File: src/sv/hufd_pkg.sv
package hufd_pkg;

  localparam int SYMBOL_BITS = 8;
  localparam int OP_W        = 2;
  localparam int CODE_W      = 16;
  localparam int LEN_W       = 5;
  localparam int WIN_W       = 5;
  localparam int CNT_W       = 5;
  localparam int BUF_BITS    = 24;
  localparam int BYTE_BITS   = 8;

  localparam logic [SYMBOL_BITS-1:0] NEWLINE_SYM = 8'd10;

  // operation codes on the input channel
  typedef enum logic [OP_W-1:0] {
    OP_LOAD  = 2'd0,
    OP_DATA  = 2'd1,
    OP_FLUSH = 2'd2
  } op_t;

  // work handed from front to back
  typedef enum logic [1:0] {
    CMD_LOAD,
    CMD_DATA,
    CMD_FLUSH
  } cmd_kind_t;

  typedef struct packed {
    cmd_kind_t              kind;
    logic [SYMBOL_BITS-1:0] sym;
    logic [CODE_W-1:0]      code;
    logic [LEN_W-1:0]       len;
    logic [BYTE_BITS-1:0]   data;
  } cmd_t;

  typedef struct packed {
    logic [SYMBOL_BITS-1:0] symbol;
    logic                   end_of_line;
    logic                   last;
  } result_t;

  typedef struct packed {
    logic [LEN_W-1:0]       len;
    logic [SYMBOL_BITS-1:0] sym;
  } entry_t;

  typedef enum logic [1:0] {
    BK_IDLE,
    BK_FILL,
    BK_LOOKUP,
    BK_EMIT
  } back_state_t;

endpackage

File: src/sv/hufd_front.sv
module hufd_front import hufd_pkg::*; (
  input  logic                   in_valid,
  input  logic [OP_W-1:0]        operation,
  input  logic [SYMBOL_BITS-1:0] symbol_value,
  input  logic [CODE_W-1:0]      code_bits,
  input  logic [LEN_W-1:0]       code_length,
  input  logic [BYTE_BITS-1:0]   data_byte,
  input  logic [WIN_W-1:0]       window,
  output logic                   cmd_push,
  output cmd_t                   cmd
);

  logic keep;

  // drop unused operation codes and loads of zero length or longer than the window
  always_comb begin
    cmd.sym  = symbol_value;
    cmd.code = code_bits;
    cmd.len  = code_length;
    cmd.data = data_byte;
    cmd.kind = CMD_FLUSH;
    keep     = 1'b0;
    unique case (op_t'(operation))
      OP_LOAD: begin
        cmd.kind = CMD_LOAD;
        keep     = (code_length != '0) && (code_length <= LEN_W'(window));
      end
      OP_DATA: begin
        cmd.kind = CMD_DATA;
        keep     = 1'b1;
      end
      OP_FLUSH: begin
        cmd.kind = CMD_FLUSH;
        keep     = 1'b1;
      end
      default: begin
        keep = 1'b0;
      end
    endcase
  end

  assign cmd_push = in_valid & keep;

endmodule

File: config.mk
export PLATFORM = sky130hd
export DESIGN_NAME = hufd_front
export DESIGN_NICKNAME = d
export VERILOG_FILES = /design/src/sv/hufd_pkg.sv /design/src/sv/hufd_front.sv
export SDC_FILE = /design/constraint.sdc
export NUM_CORES = 1
export LEC_CHECK = 0
export BUFFER_PORTS_ARGS = -buffer_cell sky130_fd_sc_hd__buf_2
export CAP_MARGIN = 15
export CORE_UTILIZATION = 31
export DETAILED_ROUTE_END_ITERATION = 16
export PLACE_DENSITY_LB_ADDON = 0.08
export SYNTH_ARGS = -nofsm -noshare
export SYNTH_HDL_FRONTEND = slang
export SYNTH_SLANG_ARGS = --single-unit
File: constraint.sdc
create_clock -name vclk -period 2
set_input_delay 0.2 -clock vclk [all_inputs]
set_output_delay 0.2 -clock vclk [all_outputs]
set_load 0.005 [all_outputs]
==> impl_results.md <==
- Iter 0 DRT Violations: 2
- Worst Hold Class: input port to output pin
- Syn Nets: about 120
- Drt total wl: ~670 um
- Fmax: between 0.5 and 0.6 GHz
- Status: completed
- Grt ovf: 0
- Cells taking the most area after synthesis: buf_4 (55%), ha_1 (22%), inv_1 (6.7%)
- Placed Area: 352 um^2
- LEAKAGE: ~0.00023 uW
- Port Buffers: 21
- Final Max Slew Viols: 0
- Synth top area share: 0.551
- Setup bufs post-CTS: 0
- Share of layout cells above drive strength 1: 0.434
- Fin crit period: 1.78 ns
- Relative slew slack: 0.819
- Layer with the highest usage: met2
- Global-route wire length before repair: roughly 960 um
- Clock buffers: 0
- Data arrival, critical path: 1.58 ns
- Routing usage on met1: 0.0649
- Final period util: 0.892
- Vias: a little under 300
- WL/cell: around 9.7 um
- Area delta synth->final: -30.3%
- Max VDD drop: roughly 0.000051 V
- Antenna Nets Post-Route: 0
- Top cells by count, synth: buf_4 (37), ha_1 (9), inv_1 (9)
- Max Cap Viol: 0
- Synth area leader: buf_4
- Crit path launch type: input port
- Worst Tran Pin Value: roughly 0.27 ns
- Setup CP Type: input port to output pin
- Pre-antenna DRT Iters: 2
- Pwr Density: between 150 and 200 mW/mm^2
- CTS resizes: 0
- Vias in the first global route: 251
- DP HPWL: roughly 600 um
- Ant. Diodes: 0
- Worst-path fanout max: 3
- Drt drc: 0
- Avg Cell Area, Syn: about 7.3 um^2
- Final instance area: between 300 and 400 um^2
- Gpl congestion: 0.584
- Placeable core area: between 0.0015 and 0.002 mm^2
- TNS Setup: 0 ns
- Met3 GRT Util: 0.0216
- Initial Util: 0.335
- Storage element area: 0 um^2
- Req. time, crit path: roughly 1.8 ns
- Nets: between 100 and 150
- Die X-Extent: ~42 um
- Seq cells: 0
- FP Rows: 14
- Count leader, synth: buf_4
- Post-CTS Hold Fix Bufs: 0
- Crit end category: output pin
- Syn Inst Count: 69
- Mapped Area: about 500 um^2
- Synth warn: 0
- RSZ-0062 raised after global routing: no
- Synth unique cells: 12
- Vias per inst: about 4.3
- Largest net degree at the start of global routing: 5
- Antenna violations before repair: 0
- Worst hold path depth: 0
- DIE AREA: 0.00179 mm^2
- I/O pin count: 85
- Sequential area share after synthesis: 0
- Global-route usage over all layers: 0.0627
- Met2 usage: 0.105
- Final setup viols: 0
- Final Hold Violating Endpoints: 0
- Chip Height: 42.3 um
## where the power goes
part           total [uW]  switching, uW  leakage, uW  internal, uW
clock network           0              0            0             0
registers               0              0            0             0
logic                63.1           30.7     0.000233          32.4
## kinds of logic after synthesis
group	count (synthesis)	synth area share
AO/OA/AOI/OAI	4	0.0744
adder cells (fa/ha/maj)	9	0.223
buffers and inverters	46	0.618
AND/OR/NAND/NOR	10	0.0844
## worst max-delay path, stage by stage
cell       delay [ns]
buf_2            0.11
ha_1             0.33
a21oi_2          0.12
nand2_1          0.06
a211o_1          0.30
a2111oi_2        0.30
buf_2            0.17
## stage by stage
step                cells  hold WS, ns  worst slack (ns)  power (uW)   util
floorplan              69        0.481             0.500        92.9      -
global placement       69        0.400             0.214        66.2  0.233
detailed placement     69        0.400             0.202        64.7  0.233
CTS                    69        0.400             0.197        65.2  0.233
global route           69        0.400             0.132        72.3  0.233
finish                 69        0.400             0.217        63.1  0.233
## final cells by class
| type | instances | area [um^2] |
|---|---|---|
| Multi-Input combinational cell | 23 | 193 |
| Timing Repair Buffer | 21 | 105 |
| Inverter | 9 | 33.8 |
| Tap cell | 16 | 20.0 |
| Fill cell | 182 | 1150 |
## routing by layer
metal | vias up | part of all wire
li1 | 146 | -
met1 | 123 | 0.37
met2 | 18 | 0.41
met3 | 10 | 0.18
met4 | 0 | 0.034
met5 | - | 0
## final timing paths
kind	startpoint	end	slack, ns
max	code_length[3]	cmd_push	0.22
min	code_bits[4]	cmd[17]	0.40
## cells in the final DEF (no fill, tap or decap)
| cell type | instances |
|---|---|
| buf_2 | 21 |
| a2111oi_2 | 1 |
| ha_1 | 9 |
| nand4_1 | 1 |
| inv_1 | 9 |
| a21oi_2 | 1 |
| nor2_1 | 5 |
| nand3_1 | 1 |
| nor3_1 | 1 |
| nand2_1 | 2 |
| a21oi_1 | 1 |
| a211o_1 | 1 |
Note: power is estimated with default switching activity, not from simulation.
