`src/sv/hufd_fifo.sv`:
```
module hufd_fifo #(
  parameter int WIDTH    = 8,
  parameter int PTR_BITS = 1
) (
  input  logic             clk,
  input  logic             rst_n,
  input  logic             push,
  input  logic [WIDTH-1:0] wdata,
  output logic             full,
  input  logic             pop,
  output logic [WIDTH-1:0] rdata,
  output logic             empty
);

  localparam int DEPTH = 1 << PTR_BITS;

  logic [WIDTH-1:0]    mem_r [DEPTH];
  logic [PTR_BITS-1:0] wr_ptr_r, wr_ptr_nxt;
  logic [PTR_BITS-1:0] rd_ptr_r, rd_ptr_nxt;
  logic [PTR_BITS:0]   count_r, count_nxt;
  logic                do_push, do_pop;

  assign full    = (count_r == (PTR_BITS+1)'(DEPTH));
  assign empty   = (count_r == '0);
  assign do_push = push & ~full;
  assign do_pop  = pop & ~empty;
  assign rdata   = mem_r[rd_ptr_r];

  always_comb begin
    wr_ptr_nxt = do_push ? wr_ptr_r + 1'b1 : wr_ptr_r;
    rd_ptr_nxt = do_pop ? rd_ptr_r + 1'b1 : rd_ptr_r;
    count_nxt  = count_r + (PTR_BITS+1)'(do_push) - (PTR_BITS+1)'(do_pop);
  end

  always_ff @(posedge clk) begin
    if (!rst_n) begin
      wr_ptr_r <= '0;
      rd_ptr_r <= '0;
      count_r  <= '0;
    end else begin
      wr_ptr_r <= wr_ptr_nxt;
      rd_ptr_r <= rd_ptr_nxt;
      count_r  <= count_nxt;
    end
  end

  always_ff @(posedge clk) begin
    if (do_push) begin
      mem_r[wr_ptr_r] <= wdata;
    end
  end

endmodule

```
`config.mk`:
```
export PLATFORM = sky130hd
export DESIGN_NAME = hufd_fifo
export DESIGN_NICKNAME = d
export VERILOG_FILES = /design/src/sv/hufd_fifo.sv
export SDC_FILE = /design/constraint.sdc
export NUM_CORES = 1
export LEC_CHECK = 0
export BUFFER_PORTS_ARGS = -buffer_cell sky130_fd_sc_hd__buf_4
export CORE_UTILIZATION = 35
export DETAILED_ROUTE_END_ITERATION = 7
export GPL_ROUTABILITY_DRIVEN = 0
export PLACE_DENSITY = 0.63
export SLEW_MARGIN = 15
export SYNTH_ARGS = -nofsm -noshare
export SYNTH_HDL_FRONTEND = slang
export SYNTH_SLANG_ARGS = --single-unit
```
`constraint.sdc`:
```
create_clock -name clk -period 4.8 [get_ports clk]
set_input_delay 0.72 -clock clk [delete_from_list [all_inputs] [get_ports clk]]
set_output_delay 0.72 -clock clk [all_outputs]
set_load 0.05 [all_outputs]
```
==> metrics.md, run 1 <==
| Metric | Value |
|---|---|
| Status | `complete, no violations` |
| Synth async-reset ratio | `0%` |
| Critical Path RT | `4.08 ns` |
| YS warnings | `0` |
| DP Worst Slack | `2.81 ns` |
| Mapped Nets | `66` |
| Total grt overflow | `0` |
| Wirelength per Cell | `11.5 um` |
| Clock net sink count | `21` |
| Top_reg_cell synth | `edfxtp_1` |
| Largest fanout on the critical path | `8` |
| Count of final hold-check violations | `0` |
| Slew headroom | `57.5%` |
| Maximum buffer depth of the clock tree | `2` |
| Area leader, netlist | `edfxtp_1` |
| Int Pwr | `0.000370 W` |
| N_diodes | `0` |
| Chip height | `50.2 um` |
| Initial Utilization | `37.1%` |
| H-tree levels | `1` |
| Register area share after synthesis | `71.5%` |
| Max Cap Viol | `0` |
| First-pass GRT wire length | `1950 um` |
| Die Wd | `50.2 um` |
| Root buf cell | `clkbuf_4` |
| Iteration-0 DRC Markers | `12` |
| Pins Over Slew Limit | `0` |
| Top post-synthesis cells by count | `edfxtp_1 (16), mux2_2 (8), dfxtp_1 (5), nor2_1 (5), inv_1 (3)` |
| Post-route ant nets | `0` |
| Layout cells sized above 1 | `44.7%` |
| Via-to-Cell Ratio | `4.42` |
| Top cell type's share of synthesized area | `59.2%` |
| # IOs | `22` |
| Critical path class | `flip-flop to primary output` |
| Worst setup margin | `2.67 ns` |
| P&R area growth vs syn | `26.3%` |
| Fin nets | `91` |
| Avg Inst Size Synth | `15.6 um2` |
| Crit share post-route | `44.4%` |
| Skew-Pair Late Insertion Delay | `0.29 ns` |
| Site Rows | `17` |
| Core Area | `2190 um2` |
| EDFF count, synth | `16` |
| Total wire length | `1190 um` |
| Clock Pin Slew Worst Setup and Hold Paths | `0.11 ns` |
| Worst slew pin tran | `0.635 ns` |
| CTS tree | `yes` |
| Hold_buf cts | `0` |
| Clk_skew | `0.0147 ns` |
| IR drop worst, VDD | `0.365 mV` |
| Post-synthesis cell area | `812 um2` |
| Switching Share | `40.1%` |
| Mapped Cells | `52` |
| Startpoint Class | `flip-flop` |
| RSZ-0062 raised after global routing | `false` |
| PostCTS Resize Cnt | `0` |
| Top-count cell post-synth | `edfxtp_1` |
| Final min period | `2.13 ns` |
| Fmax | `470 MHz` |
| Min-delay worst type | `flip-flop to flip-flop` |
| Synth Register Bits | `21` |
| Die Footprint | `2520 um2` |
| Flop pwr share | `42.6%` |
| Synth unique cells | `17` |
| Routed via count | `460` |
| CP Data Arrival Time | `1.41 ns` |
| P_leak | `0.424 nW` |
| Number of global-route vias before repair | `435` |
| TNS Setup | `0 ns` |
| Largest net degree at the start of global routing | `12` |
| Power density cells | `602 nW/um2` |
| Post-CTS setup repair buffer count | `0` |
| Clock Power Share | `12.7%` |
| Drt drc | `0` |
| Top cells by area, synth | `edfxtp_1 (59%), dfxtp_1 (12%), mux2_2 (11%)` |
| Total Routing Usage GR | `10.6%` |
| Net Switching | `0.000248 W` |
| Crit end category | `primary output` |
| Initial antenna violation count | `0` |
| Setup violators final | `0` |
| 1st-pass router iterations | `4` |
| Port buffer count | `21` |
| Total CTS buffers | `3` |
| Combinational power share | `44.7%` |
| Post-DP HPWL | `863 um` |
placed cells by master, fill, tap and decap left out:
master     n
buf_4     21
nor2_1     5
xor2_1     1
clkbuf_4   3
nor3_1     1
clkbuf_1   1
and2_2     1
ha_1       2
nand2_1    2
edfxtp_1  16
and3_1     1
nand2b_1   2
o21a_2     1
mux2_2     8
inv_1      3
and2_1     1
mux2i_1    1
xnor2_1    1
dfxtp_1    5
per-layer routing:
layer	GRT usage, %	wire [um]	up-vias
met2	17.3	579	16
li1	-	-	230
met5	0	0	-
met1	12.8	516	214
met4	4.29	0	0
met3	3.64	95	0
per-stage QoR:
step	total power, W	hold WS (ns)	instance area (um2)	cells	util, %
after floorplan	0.000470	0.455	812	52	-
after global placement	0.000543	0.465	1000	100	45.6
after detailed placement	0.000548	0.486	1000	100	45.6
after CTS	0.000628	0.502	1030	104	46.8
after global routing	0.000651	0.543	1030	104	46.8
final	0.000618	0.500	1030	104	46.8
path summary, 6_finish.rpt:
| check | from | slack (ns) | endpoint | depth (start not counted) |
|---|---|---|---|---|
| max reg2reg | count_r[0] | 3.11 | count_r[1] | 8 |
| min reg2reg | wr_ptr_r | 0.50 | wr_ptr_r | 2 |
| min | wr_ptr_r | 0.50 | wr_ptr_r | 2 |
| max | flip-flop | 2.67 | rdata[3] | 2 |
power by group through the flow:
stage                      Clock, W  Sequential [W]  Combinational (W)
after global routing      0.0000887        0.000269           0.000293
final                     0.0000787        0.000263           0.000276
after floorplan                   0        0.000253           0.000218
after detailed placement          0        0.000268           0.000280
after global placement            0        0.000266           0.000277
after CTS                 0.0000831        0.000265           0.000281
registers in the layout, indices dropped and copies added, names as in the netlist, named ones only:
| name | count |
|---|---|
| rd_ptr_r | 1 |
| mem_r | 16 |
| count_r | 2 |
| wr_ptr_r | 1 |
logic make-up (layout without fill, tap and decap cells):
| group | count (synthesis) | in the layout | share of synthesized area [%] |
|---|---|---|---|
| muxes | 9 | 9 | 12.3 |
| DFF | 21 | 21 | 71.5 |
| xor gates and xnor gates | 2 | 2 | 2.16 |
| and+or+nand+nor | 13 | 13 | 7.86 |
| adders and majority gates | 2 | 2 | 3.08 |
| AOI/OAI and AO/OA | 1 | 1 | 1.08 |
| buffers and inverters | 4 | 28 | 2.00 |
cell type report:
cell class / count / area, um2
inverters: 3 / 11.3
clock buffers: 4 / 26.3
multi-input cells: 27 / 215
flip-flops and latches: 21 / 581
fillers: 205 / 1160
repair buffers: 21 / 158
well taps: 28 / 35.0
worst max-delay path, stage by stage, from the launching register on:
cell and delay (ns):
dfxtp_1 0.54, mux2_2 0.39, buf_4 0.19
No activity file was read; power rests on OpenSTA's default activity.
==> run 2: changes to the inputs <==
==> constraint.sdc (replaced) <==
create_clock -name clk -period 2.11 [get_ports clk]
set_input_delay 0.3165 -clock clk [delete_from_list [all_inputs] [get_ports clk]]
set_output_delay 0.3165 -clock clk [all_outputs]
set_load 0.05 [all_outputs]
==> metrics.md, run 2 (synthesis gave the netlist of run 1 again) <==
| Metric | Value |
|---|---|
| Status | `complete, no violations` |
| PostCTS Resize Cnt | `0 (unchanged)` |
| Crit share post-route | `82.3%` |
| CP max stage cell | `dfxtp_1` |
| Pins Over Slew Limit | `0 (unchanged)` |
| Crit end category | `primary output` |
| Die Wd | `50.2 um (unchanged)` |
| Root buf cell | `clkbuf_4` |
| Skew-Pair Late Insertion Delay | `0.29 ns (about the same)` |
| Fmax | `576 MHz` |
| TNS Setup | `0 ns (unchanged)` |
| First-pass GRT wire length | `1790 um (-8.5%)` |
| Port buffer count | `21 (unchanged)` |
| Biggest register | `mem_r` |
| P_leak | `0.432 nW (+1.8%)` |
| Maximum buffer depth of the clock tree | `2 (unchanged)` |
| Max incr delay on CP | `0.55 ns (about the same)` |
| 1st-pass router iterations | `2 (-2)` |
| Routed via count | `461 (+0.22%)` |
| Largest registers | `mem_r x16, count_r x2` |
| Via-to-Cell Ratio | `4.39 (-0.74%)` |
| Most frequent cells in the layout | `buf_4 (22), edfxtp_1 (16), mux2_2 (8)` |
| Total grt overflow | `0 (unchanged)` |
| Startpoint Class | `flip-flop` |
| Wirelength per Cell | `11.0 um (-4.4%)` |
| Clk_skew | `0.00752 ns (-0.00714 ns)` |
| P&R area growth vs syn | `27.4%` |
| Worst setup margin | `0.373 ns (-2.30 ns)` |
| Count of final hold-check violations | `0 (unchanged)` |
| Chip height | `50.2 um (unchanged)` |
| DP Worst Slack | `0.459 ns (-2.35 ns)` |
| Clock Pin Slew Worst Setup and Hold Paths | `0.11 ns (about the same)` |
| Largest net degree at the start of global routing | `13 (+1)` |
| Largest fanout on the critical path | `8 (unchanged)` |
| Multi-input logic area | `215 um2 (unchanged)` |
| Crit-path cells | `mux2_2, buf_4` |
| Total CTS buffers | `3 (unchanged)` |
| Worst slew pin tran | `0.381 ns (-0.254 ns)` |
| H-tree levels | `1 (unchanged)` |
| Post-CTS setup repair buffer count | `0 (unchanged)` |
| Power density cells | `1370 nW/um2 (+130%)` |
| Commonest non-fill, non-tap cell in the layout | `buf_4` |
| Post-route ant nets | `0 (unchanged)` |
| Post-route total power | `0.00141 W (+130%)` |
| Die Footprint | `2520 um2 (unchanged)` |
| Hold_buf cts | `0 (unchanged)` |
| CP Data Arrival Time | `1.42 ns (about the same)` |
| Core Area | `2190 um2 (unchanged)` |
| Max FFs per register | `16 (unchanged)` |
| Drt drc | `0 (unchanged)` |
| Fin nets | `92 (+1.1%)` |
| Critical Path RT | `1.79 ns (-2.29 ns)` |
| FF+latch area | `581 um2 (unchanged)` |
| Slew headroom | `74.6% (+17 points)` |
| Clock net sink count | `21 (unchanged)` |
| Number of global-route vias before repair | `415 (-4.6%)` |
| Iteration-0 DRC Markers | `6 (-6)` |
| Initial antenna violation count | `0 (unchanged)` |
| Post-DP HPWL | `847 um (-1.9%)` |
| CTS tree | `yes` |
| Fillers | `209 (+2.0%)` |
| Site Rows | `17 (unchanged)` |
| N_diodes | `0 (unchanged)` |
| Total wire length | `1150 um (-3.4%)` |
| Min-delay worst type | `input port to flip-flop` |
| RSZ-0062 raised after global routing | `false` |
| Final Util | `47.2% (+0.40 points)` |
| Critical path class | `flip-flop to primary output` |
| IR drop worst, VDD | `0.637 mV (+75%)` |
| Layout cells sized above 1 | `46.8% (+2.0 points)` |
| # IOs | `22 (unchanged)` |
| Initial Utilization | `37.1% (unchanged)` |
| Max Cap Viol | `0 (unchanged)` |
| Setup violators final | `0 (unchanged)` |
| Total Routing Usage GR | `10.0% (-0.65 points)` |
| Final min period | `1.74 ns` |
[run 2: cell types whose count changed in the layout (fill, tap and decap cells not counted)]
cell / delta
clkbuf_1: -1
buf_4: +1
clkinv_2: +1
[run 2: critical path: cells and delay by family, from the launching register on]
family	cells	cell delay [ns]
flip-flops	1	0.55
multiplexers	1	0.38
buffers and inverters	1	0.19
[run 2: worst paths after layout]
path / slack, ns / startpoint / to / cells past startpoint
worst max-delay path: 0.37 / flip-flop / rdata[3] / 2
worst min-delay path: 0.20 / wdata[6] / mem_r[1][6] / 1
worst max register to register: 0.43 / count_r[0] / count_r[1] / 8
worst min register to register: 0.50 / wr_ptr_r / wr_ptr_r / 2
[run 2: area by class of cell]
class                           count  area share, %
Sequential cell                    21           56.1
Multi-Input combinational cell     27           20.8
Timing Repair Buffer               22           16.0
Tap cell                           28           3.39
Clock buffer                        3           2.18
Inverter                            3           1.09
Clock inverter                      1          0.484
[run 2: stage by stage]
step	instance area (um2)	cells	hold WS, ns
after floorplan	812	52	0.415
after global placement	1010	101	0.474
after detailed placement	1010	101	0.488
after CTS	1030	105	0.193
after global routing	1030	105	0.179
final	1030	105	0.198
[run 2: routing by layer]
layer  track usage, %  part of all wire, %
met1             12.0                   45
met2             16.0                   45
met3             3.64                  8.4
met4             4.29                  1.4
met5                0                    0
[run 2: where the power goes]
| group | switching (W) | internal, W |
|---|---|---|
| combinational | 0.000403 | 0.000234 |
| sequential | 0.0000561 | 0.000540 |
| clock | 0.000112 | 0.0000705 |
| total | 0.000571 | 0.000844 |
==> run 3: changes to the inputs <==
--- a/config.mk
+++ b/config.mk
@@ -5,11 +5,12 @@
 export SDC_FILE = /design/constraint.sdc
 export NUM_CORES = 1
 export LEC_CHECK = 0
+export ABC_AREA = 1
 export BUFFER_PORTS_ARGS = -buffer_cell sky130_fd_sc_hd__buf_4
 export CORE_UTILIZATION = 35
 export DETAILED_ROUTE_END_ITERATION = 7
 export GPL_ROUTABILITY_DRIVEN = 0
-export PLACE_DENSITY = 0.63
+export PLACE_DENSITY = 0.65
 export SLEW_MARGIN = 15
 export SYNTH_ARGS = -nofsm -noshare
 export SYNTH_HDL_FRONTEND = slang
==> constraint.sdc (replaced) <==
create_clock -name clk -period 1.5 [get_ports clk]
set_input_delay 0.225 -clock clk [delete_from_list [all_inputs] [get_ports clk]]
set_output_delay 0.225 -clock clk [all_outputs]
set_load 0.05 [all_outputs]
==> metrics.md, run 3 <==
| Metric | Value |
|---|---|
| Mapped Cells | `63 (+21%)` |
| Setup violators final | `0 (unchanged)` |
| Total grt overflow | `0 (unchanged)` |
| Root buf cell | `clkbuf_4` |
| RSZ-0062 raised after global routing | `true` |
| Critical path class | `flip-flop to flip-flop` |
| Die Footprint | `2670 um2 (+6.2%)` |
| Largest delay share family, worst path | `flip-flops` |
| Clock Pin Slew Worst Setup and Hold Paths | `0.11 ns (about the same)` |
| Chip height | `51.7 um (+3.1%)` |
| Commonest non-fill, non-tap cell in the layout | `edfxtp_1` |
| Slew headroom | `79.1% (+4.5 points)` |
| CP Launch Point | `count_r[1]` |
| N_diodes | `0 (unchanged)` |
| FF-to-FF Start | `count_r[1]` |
| CP max stage cell | `dfxtp_2` |
| # IOs | `22 (unchanged)` |
| Post-route total power | `0.00217 W (+53%)` |
| Worst reg2reg path depth | `8 (unchanged)` |
| Port buffer count | `21 (unchanged)` |
| Power density cells | `1860 nW/um2 (+36%)` |
| Main combinational cell family by area after synthesis | `multiplexers` |
| Compound-Gate Fraction of Synth Area | `1.16% (+0.079 points)` |
| P&R area growth vs syn | `35.0%` |
| Total wire length | `1270 um (+11%)` |
| Total Routing Usage GR | `10.0% (+0.044 points)` |
| Max FFs per register | `16 (unchanged)` |
| Mapped Nets | `77 (+17%)` |
| EDFF count, synth | `16 (unchanged)` |
| YS warnings | `0 (unchanged)` |
| Worst setup margin | `0.0287 ns (-0.345 ns)` |
| Initial Utilization | `38.0% (+0.92 points)` |
| Top post-synthesis cells by count | `edfxtp_1 (16), inv_1 (9), nand2_1 (9), mux2_4 (8), nor2_1 (6)` |
| Synth Register Bits | `21 (unchanged)` |
| FF+latch area | `587 um2 (+1.1%)` |
| Die Wd | `51.7 um (+3.1%)` |
| Crit-path cells | `nor2_4, nor2_2, ha_4, inv_1, ha_2, nand2_1, a21oi_1, nor2_1` |
| Fin nets | `105 (+14%)` |
| Number of global-route vias before repair | `487 (+17%)` |
| Skew-Pair Late Insertion Delay | `0.29 ns (about the same)` |
| Avg Inst Size Synth | `13.7 um2 (-12%)` |
| Maximum buffer depth of the clock tree | `2 (unchanged)` |
| Largest registers | `mem_r x16, count_r x2` |
| Core Area | `2280 um2 (+3.9%)` |
| Pins Over Slew Limit | `0 (unchanged)` |
| Total CTS buffers | `3 (unchanged)` |
| Area leader, netlist | `edfxtp_1` |
| Status | `complete, no violations` |
| Final min period | `1.47 ns` |
| Count of final hold-check violations | `0 (unchanged)` |
| Most frequent cells in the layout | `edfxtp_1 (16), buf_4 (15), inv_1 (8), mux2_4 (8)` |
| CTS tree | `yes` |
| Synth unique cells | `11 (-6)` |
| Post-route ant nets | `0 (unchanged)` |
| CP Data Arrival Time | `1.66 ns (+0.24 ns)` |
| Final Util | `51.3% (+4.1 points)` |
| Site Rows | `17 (unchanged)` |
| Synth async-reset ratio | `0% (unchanged)` |
| Wirelength per Cell | `10.8 um (-1.7%)` |
| Top cell type's share of synthesized area | `55.6% (-3.6 points)` |
| Register area share after synthesis | `67.1% (-4.3 points)` |
| Post-synthesis xor/xnor area fraction | `0% (-2.2 points)` |
| Min-delay worst type | `input port to flip-flop` |
| Post-CTS setup repair buffer count | `0 (unchanged)` |
| Top-count cell post-synth | `edfxtp_1` |
| Max Cap Viol | `0 (unchanged)` |
| Layout cells sized above 1 | `50.0% (+3.2 points)` |
| CP Buf/Inv Count | `1 (unchanged)` |
| Largest fanout on the critical path | `3 (-5)` |
| Iteration-0 DRC Markers | `5 (-1)` |
| Initial antenna violation count | `0 (unchanged)` |
| Top cells by area, synth | `edfxtp_1 (56%), mux2_4 (14%), dfxtp_1 (12%)` |
| Synth Area in Simple Gates | `9.70% (+1.8 points)` |
| Worst R2R Setup Slack | `0.03 ns (-0.40 ns)` |
| PostCTS Resize Cnt | `9 (+9)` |
| Worst r2r dst | `count_r[1]` |
| WHS Path Cells | `1 (unchanged)` |
| Largest net degree at the start of global routing | `12 (-1)` |
| Hold EP | `mem_r[0][5]` |
| Critical Path RT | `1.69 ns (-0.10 ns)` |
| H-tree levels | `1 (unchanged)` |
| First-pass GRT wire length | `1950 um (+8.8%)` |
| 1st-pass router iterations | `3 (+1)` |
| Routed via count | `506 (+9.8%)` |
| Finished Cell Area | `1170 um2 (+13%)` |
| Drt drc | `0 (unchanged)` |
| Crit end category | `flip-flop` |
| Fillers | `209 (unchanged)` |
| P_leak | `0.503 nW (+16%)` |
| HP Start | `wdata[5]` |
| DP Worst Slack | `0.0333 ns (-0.426 ns)` |
| Post-DP HPWL | `896 um (+5.8%)` |
| Worst slew pin tran | `0.313 ns (-0.0682 ns)` |
| Post-synthesis cell area | `865 um2 (+6.5%)` |
| Max incr delay on CP | `0.40 ns (-0.15 ns)` |
| Top_reg_cell synth | `edfxtp_1` |
| Startpoint Class | `flip-flop` |
| Crit share post-route | `98.1%` |
| Dpl cell area | `1080 um2 (+7.0%)` |
| Clock net sink count | `21 (unchanged)` |
| Multi-input logic area | `264 um2 (+23%)` |
| Synth Area in Adders | `2.89% (-0.19 points)` |
| IR drop worst, VDD | `1.17 mV (+84%)` |
| Mux cell area share after synthesis | `13.9% (+1.6 points)` |
| Via-to-Cell Ratio | `4.29 (-2.3%)` |
| Biggest register | `mem_r` |
| Hold_buf cts | `0 (unchanged)` |
| Fmax | `680 MHz` |
| Clk_skew | `0.00721 ns (-0.000313 ns)` |
==> run 3: worst reg2reg max path: cells and delay by family, from the launching register on <==
family | cells | cell delay [ns]
AOI/OAI and AO/OA | 1 | 0.16
adders and majority gates | 2 | 0.39
buffers and inverters | 1 | 0.05
DFF | 1 | 0.40
and+or+nand+nor | 4 | 0.38
==> run 3: per-layer routing <==
layer	vias to the layer above	GRT usage, %	wire length (um)
met5	-	0	0
met4	0	4.05	0
met3	0	3.22	85
met2	16	17.1	627
met1	223	11.6	558
li1	267	-	-
==> run 3: kinds of logic after synthesis <==
logic type,count (synthesis)
simple gates,20
mux,8
flops,21
buf+inv,10
fa+ha+maj,2
compound gates,2
==> run 3: area by class of cell <==
type	count	share of cell area, %
Multi-Input combinational cell	32	22.6
Clock buffer	4	2.25
Timing Repair Buffer	24	19.0
Tap cell	28	3.00
Sequential cell	21	50.3
Inverter	9	2.89
==> run 3: how the worst max path moves through the flow <==
stage                            end  cells after the start
after floorplan           count_r[1]                     10
after global placement    count_r[1]                     11
after detailed placement  count_r[1]                      9
after CTS                   rdata[4]                      3
after global routing        rdata[6]                      3
final                     count_r[1]                      8
==> run 3: metrics by stage <==
step                      std cells  hold slack, ns  TNS (ns)
after detailed placement        114           0.414         0
final                           118           0.112         0
after global placement          114           0.410         0
after CTS                       118           0.105         0
after global routing            118          0.0940   -0.0339
after floorplan                  63           0.318   -0.0383
==> run 3: power by group <==
group	switching (W)	internal [W]
Combinational	0.000641	0.000449
Sequential	0.0000646	0.000761
Clock	0.000152	0.000103
